## config.mk

```make
export PLATFORM = sky130hd
export DESIGN_NAME = button_click_event_detector_core
export DESIGN_NICKNAME = d
export VERILOG_FILES = /design/src/sv/bced_pkg.sv /design/src/sv/bced_engine.sv /design/src/sv/button_click_event_detector_core.sv
export VERILOG_INCLUDE_DIRS = /design/src /design/src/sv
export SDC_FILE = /design/constraint.sdc
export NUM_CORES = 1
export LEC_CHECK = 0
export BUFFER_PORTS_ARGS = -buffer_cell sky130_fd_sc_hd__buf_2
export CAP_MARGIN = 30
export CORE_MARGIN = 2
export CORE_UTILIZATION = 55
export CTS_CLUSTER_DIAMETER = 150
export CTS_CLUSTER_SIZE = 8
export DETAILED_ROUTE_END_ITERATION = 10
export GPL_ROUTABILITY_DRIVEN = 0
export PLACE_DENSITY_LB_ADDON = 0.25
export SLEW_MARGIN = 20
export SYNTH_ARGS = -nofsm -noshare
export SYNTH_HDL_FRONTEND = slang
export SYNTH_SLANG_ARGS = --single-unit
```

## constraint.sdc

```tcl
create_clock -name clk -period 10.52 [get_ports clk]
set_input_delay 2.104 -clock clk [delete_from_list [all_inputs] [get_ports clk]]
set_output_delay 2.104 -clock clk [all_outputs]
set_load 0.02 [all_outputs]
```

## src/sv/button_click_event_detector_core_macros.svh

```systemverilog
// Assertion macros for the button click event detector.
// Simulation builds get concurrent assertions; synthesis builds get empty bodies.
// Users must have clk and rst_n in scope.
`ifndef BUTTON_CLICK_EVENT_DETECTOR_CORE_MACROS_SVH
`define BUTTON_CLICK_EVENT_DETECTOR_CORE_MACROS_SVH

`ifndef SYNTHESIS
// ante |-> cons, checked at every clk edge outside reset
`define BCED_ASSERT_IMP(label, ante, cons) \
  label: assert property (@(posedge clk) disable iff (!rst_n) (ante) |-> (cons)) \
    else $error("bced: implication check failed");
// ante |=> cons
`define BCED_ASSERT_NXT(label, ante, cons) \
  label: assert property (@(posedge clk) disable iff (!rst_n) (ante) |=> (cons)) \
    else $error("bced: next-cycle check failed");
`else
`define BCED_ASSERT_IMP(label, ante, cons)
`define BCED_ASSERT_NXT(label, ante, cons)
`endif

`endif

```

## src/sv/bced_pkg.sv

```systemverilog
// Shared types and constants for the button click event detector.
// No dependencies.
`timescale 1ns / 1ps
`default_nettype none

package bced_pkg;

  localparam int unsigned MAX_EVENTS = 3;

  typedef enum logic [1:0] {
    EV_PRESS        = 2'd0,
    EV_RELEASE      = 2'd1,
    EV_LONG_PRESS   = 2'd2,
    EV_DOUBLE_CLICK = 2'd3
  } event_kind_t;

  // register index = paddr[3:2]
  localparam logic [1:0] REG_DEBOUNCE     = 2'd0;
  localparam logic [1:0] REG_LONG_PRESS   = 2'd1;
  localparam logic [1:0] REG_DOUBLE_CLICK = 2'd2;

  localparam logic [15:0] DEBOUNCE_RESET     = 16'd50;
  localparam logic [15:0] LONG_PRESS_RESET   = 16'd1000;
  localparam logic [15:0] DOUBLE_CLICK_RESET = 16'd300;

  typedef struct packed {
    logic [15:0] debounce_ticks;
    logic [15:0] long_press_ticks;
    logic [15:0] double_click_ticks;
  } cfg_t;

  typedef struct packed {
    event_kind_t kind;
    logic        switch_on;
    logic [15:0] press_total;
    logic [15:0] long_press_total;
    logic [15:0] double_click_total;
    logic        last_of_tick;
  } event_t;

  typedef struct packed {
    logic [1:0]                   count;
    event_t [MAX_EVENTS-1:0]      events;
  } tick_result_t;

endpackage

`default_nettype wire

```

## src/sv/bced_engine.sv

```systemverilog
// Tick evaluation: timers, debounced level, click state and counters.
// Depends on bced_pkg. Produces the event list of the presented tick.
`timescale 1ns / 1ps
`default_nettype none

module bced_engine (
  input  wire                   clk,
  input  wire                   rst_n,
  input  wire                   step,
  input  wire                   level,
  input  wire bced_pkg::cfg_t   cfg,
  output bced_pkg::tick_result_t result
);

  logic        prev_level_r, prev_level_nxt;
  logic        deb_pressed_r, deb_pressed_nxt;
  logic        toggle_r, toggle_nxt;
  logic        pending_r, pending_nxt;
  logic [15:0] db_rem_r, db_rem_nxt;
  logic        db_run_r, db_run_nxt;
  logic [15:0] hold_rem_r, hold_rem_nxt;
  logic        hold_run_r, hold_run_nxt;
  logic [15:0] win_rem_r, win_rem_nxt;
  logic        win_run_r, win_run_nxt;
  logic [15:0] press_cnt_r, press_cnt_nxt;
  logic [15:0] long_cnt_r, long_cnt_nxt;
  logic [15:0] dbl_cnt_r, dbl_cnt_nxt;

  logic        lvl_change;
  logic [15:0] db_rem_a;
  logic        db_run_a;
  logic        hold_exp, win_exp, db_exp;
  logic        take, take_press, take_release;
  logic        pend_after_win, is_double;
  logic        toggle_new;
  logic [15:0] press_total, long_total, dbl_total;
  logic [1:0]  n;

  function automatic bced_pkg::event_t make_event(
    input bced_pkg::event_kind_t kind,
    input logic                  sw,
    input logic [15:0]           p,
    input logic [15:0]           l,
    input logic [15:0]           d
  );
    bced_pkg::event_t e;
    e.kind               = kind;
    e.switch_on          = sw;
    e.press_total        = p;
    e.long_press_total   = l;
    e.double_click_total = d;
    e.last_of_tick       = 1'b0;
    return e;
  endfunction

  // level change reloads the debounce timer before the countdowns
  assign lvl_change = (level != prev_level_r);
  assign db_rem_a   = lvl_change ? cfg.debounce_ticks : db_rem_r;
  assign db_run_a   = lvl_change | db_run_r;

  // a count of 0 or 1 expires on this countdown
  assign hold_exp = hold_run_r & (hold_rem_r <= 16'd1);
  assign win_exp  = win_run_r & (win_rem_r <= 16'd1);
  assign db_exp   = db_run_a & (db_rem_a <= 16'd1);

  assign take         = db_exp & (level != deb_pressed_r);
  assign take_press   = take & level;
  assign take_release = take & ~level;

  // window expiry is seen before the debounced release
  assign pend_after_win = pending_r & ~win_exp;
  assign is_double      = take_release & pend_after_win;
  assign toggle_new     = toggle_r ^ take_release;

  assign press_total = press_cnt_r + {15'd0, take_press};
  assign long_total  = long_cnt_r + {15'd0, hold_exp};
  assign dbl_total   = dbl_cnt_r + {15'd0, is_double};

  always_comb begin
    prev_level_nxt  = level;
    deb_pressed_nxt = take ? level : deb_pressed_r;
    toggle_nxt      = toggle_new;
    press_cnt_nxt   = press_total;
    long_cnt_nxt    = long_total;
    dbl_cnt_nxt     = dbl_total;

    db_rem_nxt = db_exp ? 16'd0 : (db_run_a ? db_rem_a - 16'd1 : db_rem_a);
    db_run_nxt = db_run_a & ~db_exp;

    hold_rem_nxt = hold_exp ? 16'd0 : (hold_run_r ? hold_rem_r - 16'd1 : hold_rem_r);
    hold_run_nxt = hold_run_r & ~hold_exp;
    if (take_press) begin
      hold_rem_nxt = cfg.long_press_ticks;
      hold_run_nxt = 1'b1;
    end else if (take_release) begin
      hold_rem_nxt = 16'd0;
      hold_run_nxt = 1'b0;
    end

    win_rem_nxt = win_exp ? 16'd0 : (win_run_r ? win_rem_r - 16'd1 : win_rem_r);
    win_run_nxt = win_run_r & ~win_exp;
    pending_nxt = pend_after_win;
    if (take_release) begin
      if (pend_after_win) begin
        pending_nxt = 1'b0;
        win_rem_nxt = 16'd0;
        win_run_nxt = 1'b0;
      end else begin
        pending_nxt = 1'b1;
        win_rem_nxt = cfg.double_click_ticks;
        win_run_nxt = 1'b1;
      end
    end
  end

  // event list in emission order: long press, press | double click, release
  always_comb begin
    result = '0;
    n      = 2'd0;
    if (hold_exp) begin
      result.events[n] = make_event(bced_pkg::EV_LONG_PRESS, toggle_r, press_cnt_r,
                                    long_total, dbl_cnt_r);
      n = n + 2'd1;
    end
    if (take_press) begin
      result.events[n] = make_event(bced_pkg::EV_PRESS, toggle_r, press_total,
                                    long_total, dbl_cnt_r);
      n = n + 2'd1;
    end
    if (is_double) begin
      result.events[n] = make_event(bced_pkg::EV_DOUBLE_CLICK, toggle_r, press_cnt_r,
                                    long_total, dbl_total);
      n = n + 2'd1;
    end
    if (take_release) begin
      result.events[n] = make_event(bced_pkg::EV_RELEASE, toggle_new, press_cnt_r,
                                    long_total, dbl_total);
      n = n + 2'd1;
    end
    if (n != 2'd0) begin
      result.events[n - 2'd1].last_of_tick = 1'b1;
    end
    result.count = n;
  end

  always_ff @(posedge clk) begin
    if (!rst_n) begin
      prev_level_r  <= 1'b0;
      deb_pressed_r <= 1'b0;
      toggle_r      <= 1'b0;
      pending_r     <= 1'b0;
      db_rem_r      <= 16'd0;
      db_run_r      <= 1'b0;
      hold_rem_r    <= 16'd0;
      hold_run_r    <= 1'b0;
      win_rem_r     <= 16'd0;
      win_run_r     <= 1'b0;
      press_cnt_r   <= 16'd0;
      long_cnt_r    <= 16'd0;
      dbl_cnt_r     <= 16'd0;
    end else if (step) begin
      prev_level_r  <= prev_level_nxt;
      deb_pressed_r <= deb_pressed_nxt;
      toggle_r      <= toggle_nxt;
      pending_r     <= pending_nxt;
      db_rem_r      <= db_rem_nxt;
      db_run_r      <= db_run_nxt;
      hold_rem_r    <= hold_rem_nxt;
      hold_run_r    <= hold_run_nxt;
      win_rem_r     <= win_rem_nxt;
      win_run_r     <= win_run_nxt;
      press_cnt_r   <= press_cnt_nxt;
      long_cnt_r    <= long_cnt_nxt;
      dbl_cnt_r     <= dbl_cnt_nxt;
    end
  end

endmodule

`default_nettype wire

```

## src/sv/button_click_event_detector_core.sv

```systemverilog
// Button click event detector, top level: APB registers, input stage, result queue.
// Depends on bced_pkg, bced_engine and button_click_event_detector_core_macros.svh.
//
// Usage:
//   in_*   : one transaction per time tick; in_tdata[0] is the sampled button level.
//   out_*  : zero to three event transactions per tick, in order
//            long press, press or double click, release. out_tlast marks the
//            last event of a tick; a tick with no events produces nothing.
//   cfg_*  : APB writes to debounce_ticks (0x0), long_press_ticks (0x4) and
//            double_click_ticks (0x8); write only while the block is idle.
// Flow: an accepted tick lands in the input register and, once the result queue
//   is free, is evaluated into the queue; its first event is then on out_*.
// Throughput: one tick per cycle while ticks produce at most one event and
//   out_tready stays high; a tick with more than one event holds the result queue
//   until all its events drain, one per cycle through out_* while out_tready is high.
// Stall: while out_tready is low the queue holds, the input register fills,
//   and in_tready drops; nothing is lost or repeated.
// Reset (rst_n low, synchronous): registers return to 50 / 1000 / 300, all
//   timers idle, counters and switch state zero, queue and input stage empty.
`timescale 1ns / 1ps
`default_nettype none

`include "button_click_event_detector_core_macros.svh"

module button_click_event_detector_core (
  input  wire         clk,
  input  wire         rst_n,
  // input tick channel
  input  wire         in_tvalid,
  output logic        in_tready,
  input  wire  [7:0]  in_tdata,    // [0] raw_level, [7:1] zero
  // event channel
  output logic        out_tvalid,
  input  wire         out_tready,
  output logic [55:0] out_tdata,   // [0] switch_on, [16:1] press_total,
                                   // [32:17] long_press_total,
                                   // [48:33] double_click_total, [55:49] zero
  output logic [1:0]  out_tuser,   // [1:0] event_kind
  output logic        out_tlast,   // last_of_tick
  // configuration
  input  wire         cfg_psel,
  input  wire         cfg_penable,
  input  wire         cfg_pwrite,
  input  wire  [3:0]  cfg_paddr,
  input  wire  [31:0] cfg_pwdata,
  output logic [31:0] cfg_prdata,
  output logic        cfg_pready
);

  bced_pkg::cfg_t cfg_r;
  logic           cfg_wr;

  logic s1_valid_r;   // input stage
  logic s1_level_r;

  bced_pkg::event_t [bced_pkg::MAX_EVENTS-1:0] ev_r, ev_nxt;
  logic [1:0] cnt_r, cnt_nxt;   // events left in the queue, head at ev_r[0]

  bced_pkg::tick_result_t result;
  bced_pkg::event_t       head;

  logic out_fire;
  logic q_free;     // queue can take a new tick's events this cycle
  logic advance;    // input stage evaluated into the queue this cycle

  // ---------------- configuration port ----------------
  assign cfg_pready = 1'b1;
  assign cfg_wr     = cfg_psel & cfg_penable & cfg_pwrite & cfg_pready;

  always_ff @(posedge clk) begin
    if (!rst_n) begin
      cfg_r.debounce_ticks     <= bced_pkg::DEBOUNCE_RESET;
      cfg_r.long_press_ticks   <= bced_pkg::LONG_PRESS_RESET;
      cfg_r.double_click_ticks <= bced_pkg::DOUBLE_CLICK_RESET;
    end else if (cfg_wr) begin
      case (cfg_paddr[3:2])
        bced_pkg::REG_DEBOUNCE:     cfg_r.debounce_ticks     <= cfg_pwdata[15:0];
        bced_pkg::REG_LONG_PRESS:   cfg_r.long_press_ticks   <= cfg_pwdata[15:0];
        bced_pkg::REG_DOUBLE_CLICK: cfg_r.double_click_ticks <= cfg_pwdata[15:0];
        default: ;  // unmapped, ignored
      endcase
    end
  end

  always_comb begin
    case (cfg_paddr[3:2])
      bced_pkg::REG_DEBOUNCE:     cfg_prdata = {16'd0, cfg_r.debounce_ticks};
      bced_pkg::REG_LONG_PRESS:   cfg_prdata = {16'd0, cfg_r.long_press_ticks};
      bced_pkg::REG_DOUBLE_CLICK: cfg_prdata = {16'd0, cfg_r.double_click_ticks};
      default:                    cfg_prdata = 32'd0;
    endcase
  end

  // ---------------- handshakes ----------------
  assign out_fire  = out_tvalid & out_tready;
  // queue can take a new tick's events when empty or when its last event leaves now
  assign q_free    = (cnt_r == 2'd0) | ((cnt_r == 2'd1) & out_fire);
  assign advance   = s1_valid_r & q_free;
  assign in_tready = ~s1_valid_r | advance;

  always_ff @(posedge clk) begin
    if (!rst_n) begin
      s1_valid_r <= 1'b0;
    end else if (in_tready) begin
      s1_valid_r <= in_tvalid;
    end
  end

  always_ff @(posedge clk) begin
    if (in_tready & in_tvalid) begin
      s1_level_r <= in_tdata[0];
    end
  end

  // ---------------- tick evaluation ----------------
  bced_engine u_engine (
    .clk    (clk),
    .rst_n  (rst_n),
    .step   (advance),
    .level  (s1_level_r),
    .cfg    (cfg_r),
    .result (result)
  );

  // ---------------- result queue ----------------
  always_comb begin
    ev_nxt  = ev_r;
    cnt_nxt = cnt_r;
    if (advance) begin
      ev_nxt  = result.events;
      cnt_nxt = result.count;
    end else if (out_fire) begin
      ev_nxt[0] = ev_r[1];
      ev_nxt[1] = ev_r[2];
      cnt_nxt   = cnt_r - 2'd1;
    end
  end

  always_ff @(posedge clk) begin
    if (!rst_n) begin
      cnt_r <= 2'd0;
    end else begin
      cnt_r <= cnt_nxt;
    end
  end

  always_ff @(posedge clk) begin
    ev_r <= ev_nxt;
  end

  assign head       = ev_r[0];
  assign out_tvalid = (cnt_r != 2'd0);
  assign out_tdata  = {7'd0, head.double_click_total, head.long_press_total,
                       head.press_total, head.switch_on};
  assign out_tuser  = head.kind;
  assign out_tlast  = head.last_of_tick;

  // ---------------- checks ----------------
  // tlast sits on the queue's final entry and nowhere else
  `BCED_ASSERT_IMP(a_tlast_matches_depth, out_tvalid, out_tlast == (cnt_r == 2'd1))
  // a waiting tick is never dropped from the input stage
  `BCED_ASSERT_NXT(a_stage_holds, s1_valid_r && !advance, s1_valid_r)
  // draining the last event with nothing behind it empties the channel
  `BCED_ASSERT_NXT(a_queue_drains, out_fire && cnt_r == 2'd1 && !advance, !out_tvalid)

endmodule

`default_nettype wire

```

==> impl_metrics.py <==
metrics = {
    "yosys": {
        "synth_top_area_share_pct": 27.66,
        "syn_area_per_cell_um2": 8.826,
        "yosysSeqAreaShare_pct": 45.75,
        "ys.flop_type": "edfxtp_1",
        "synth-edff-count": 157,
        "synthTopCellsByArea": "edfxtp_1, dfxtp_1, nand2_1, nor2_1, a21oi_1",
        "yosys_warnings": 0,
        "synth_area_leader_cell": "edfxtp_1",
        "synthCells": 1931,
        "synth.distinct_cells": 82,
        "synth-seq-cells": 311,
        "synthArstFlopShare_pct": 0,
        "synth_area_mm2": 0.01704,
    },
    "routing": {
        "firstDrtPassIters": 5,
        "vias": 13730,
        "drc": 0,
        "initialDrtViolationCount": 1242,
        "via_per_inst": 5.912,
        "wirelength_mm": 40.27,
        "wire_per_inst_um": 17.34,
        "ant_nets": 0,
    },
    "final_layout": {
        "antenna_cells": 0,
        "fillers": 2665,
        "area_growth_pct": 7.907,
        "drive_gt1_share_pct": 10.48,
        "largest_reg_flops": 104,
        "nets": 1981,
        "regMostFlops": "ev_r",
        "final_util_pct": 60.12,
    },
    "power": {
        "p_seq_share_pct": 44.2,
        "ir_drop_mv": 0.1152,
        "clockPowerShare_pct": 36.4,
        "power_frac_comb_pct": 19.4,
        "swShare_pct": 29.01,
        "p_switching_uw": 1009,
        "power_leakage_uw": 0.006841,
        "internal_power_uw": 2468,
        "power.density_mw_per_mm2": 189.1,
    },
    "timing": {
        "hold_viol": 0,
        "setup_tns_ns": 0,
        "hold_ws_ns": 0.4817,
        "min_period_ns": 6.642,
        "worst_pin_slew_ns": 0.9912,
        "rsz0062_at_grt": "no",
        "slew_viol_final": 0,
        "max_freq_ghz": 0.1506,
        "final.setup_skew_ns": 0.01130,
        "post-route-period-util_pct": 63.14,
        "fin_ws_ns": 3.878,
        "relSlewSlack_pct": 33.67,
        "setup_violations": 0,
    },
    "min_path": {
        "hold_path.class": "flip-flop to flip-flop",
    },
    "floorplanning": {
        "die-area_mm2": 0.03241,
        "die_h_um": 180.0,
        "die_w_um": 180.0,
        "initial_core_util_pct": 55.71,
        "ioPinCount": 145,
        "coreArea_mm2": 0.03059,
        "rows": 64,
    },
    "critical_path": {
        "cp_max_fo": 26,
        "end_kind": "flip-flop",
        "critical_path_arrival_ns": 6.88,
        "crit_required_ns": 10.76,
        "path_class": "flip-flop to flip-flop",
        "start_kind": "flip-flop",
    },
    "clocking": {
        "htreeDepth": 2,
        "post_cts_buffers": 0,
        "cts_tree": "built",
        "clock_path_buffers": 3,
        "cts.hold.buffers_added": 0,
        "cts_buffers": 44,
        "cts.sinks": 311,
        "clkLatencyLatePin_ns": 0.52,
        "postCtsResizedCells": 0,
        "cts_root_buf": "clkbuf_16",
        "clkSlewWorstSetupHoldPaths_ns": 0.06,
    },
    "global_routing": {
        "grt_pass1_wl_mm": 65.76,
        "antenna_found_initial": 0,
        "grt_pass1_vias": 12650,
        "grt-ovfl-total": 0,
        "grt_max_degree": 101,
        "grt_use_total_pct": 24.27,
    },
    "status": {
        "status": "completed",
    },
    "placed_design": {
        "dp_slack_ns": 3.633,
        "io_buffers": 95,
        "dp.final_hpwl_mm": 25.34,
    },
    "flow_run": {
        "maxCapViolCount": 0,
    },
}
-- area by class of cell --
| cell class | count | area (um^2) | area share, % |
|---|---|---|---|
| Sequential cell | 311 | 7797 | 42.40 |
| Clock buffer | 68 | 1212 | 6.593 |
| Multi-Input combinational cell | 1412 | 8117 | 44.14 |
| Tap cell | 396 | 495.5 | 2.694 |
| Timing Repair Buffer | 114 | 680.7 | 3.701 |
| Inverter | 22 | 87.58 | 0.4763 |
-- synthesized netlist by cell type, types with 7 or more instances --
| cell | n |
|---|---|
| nand2_1 | 284 |
| nor2_1 | 203 |
| edfxtp_1 | 157 |
| dfxtp_1 | 154 |
| a21oi_1 | 126 |
| o21ai_0 | 112 |
| clkbuf_1 | 91 |
| buf_4 | 84 |
| nand3_1 | 59 |
| a21boi_0 | 58 |
| xnor2_1 | 55 |
| nor3_1 | 50 |
| nor2b_1 | 43 |
| and2_1 | 42 |
| xor2_1 | 32 |
| mux2i_1 | 30 |
| ha_1 | 24 |
| buf_2 | 21 |
| inv_1 | 21 |
| o31ai_1 | 20 |
| a22oi_1 | 19 |
| a31oi_1 | 19 |
| or3_1 | 19 |
| nor4_1 | 18 |
| and3_1 | 15 |
| a221oi_1 | 14 |
| o21ai_1 | 14 |
| nand4_1 | 13 |
| o211ai_1 | 13 |
| buf_1 | 8 |
| o21a_1 | 7 |
| o22ai_1 | 7 |
| or4_1 | 7 |
-- critical path: stages (launching register included) --
cell	delay [ns]
edfxtp_1	0.58
xnor2_2	0.19
buf_4	0.33
mux2i_1	0.37
ha_1	0.34
nor2_1	0.15
a2111o_1	0.36
nor3_4	0.81
inv_1	0.21
ha_1	0.26
nand2_1	0.14
o21ai_1	0.19
ha_1	0.27
nand2_1	0.06
a2111o_1	0.13
o21a_1	0.72
nand2_2	0.44
o21ai_1	0.38
clkbuf_4	0.29
o21ai_0	0.12
-- cells by family after synthesis --
logic type	synth area share, %
other	0.04407
flip-flops	45.75
AND/OR/NAND/NOR	22.12
multiplexers	2.195
XOR/XNOR	4.566
buffers and inverters	7.246
AO/OA/AOI/OAI	16.20
adder cells (fa/ha/maj)	1.879
-- cells in the final DEF, fill, tap and decap left out, types with 55 or more instances in the layout --
cell / count
a21boi_0: 58
nand2_1: 283
o21ai_0: 112
buf_2: 95
a21oi_1: 126
nand3_1: 59
nor2_1: 203
edfxtp_1: 157
dfxtp_1: 154
xnor2_1: 55
-- worst paths after layout --
kind / from / endpoint / slack (ns) / depth (start not counted)
min reg2reg: cfg_r[13] / cfg_r[13] / 0.48 / 2
min: cfg_r[13] / cfg_r[13] / 0.48 / 2
max: s1_level_r / out_tdata[24] / 3.88 / 19
max reg2reg: s1_level_r / out_tdata[24] / 3.88 / 19
-- layer usage --
metal  share of wire [%]  vias up  routed length [um]  global-route usage [%]
met4                 2.2        0                 896                   6.032
met5                   0        -                   0                       0
met1                  45     6556               17930                   34.34
li1                    -     6634                   -                       -
met2                  47      473               18910                   39.82
met3                 6.3       71                2531                   3.052
-- through the flow --
stage,std cells,area (um^2),power [uW]
2_1_floorplan,1953,17130,2121
3_3_place_gp,2247,17060,2197
3_5_place_dp,2250,17090,2220
4_1_cts,2318,18300,3491
5_1_grt,2323,18390,3629
6_report,2323,18390,3477
-- power groups by stage --
stage / sequential, uW / clock [uW] / combinational (uW)
2_1_floorplan: 1560 / 0 / 563
3_3_place_gp: 1550 / 0 / 646
3_5_place_dp: 1560 / 0 / 660
4_1_cts: 1540 / 1290 / 663
5_1_grt: 1550 / 1340 / 742
6_report: 1540 / 1270 / 676
Note: power is estimated with default switching activity, not from simulation.
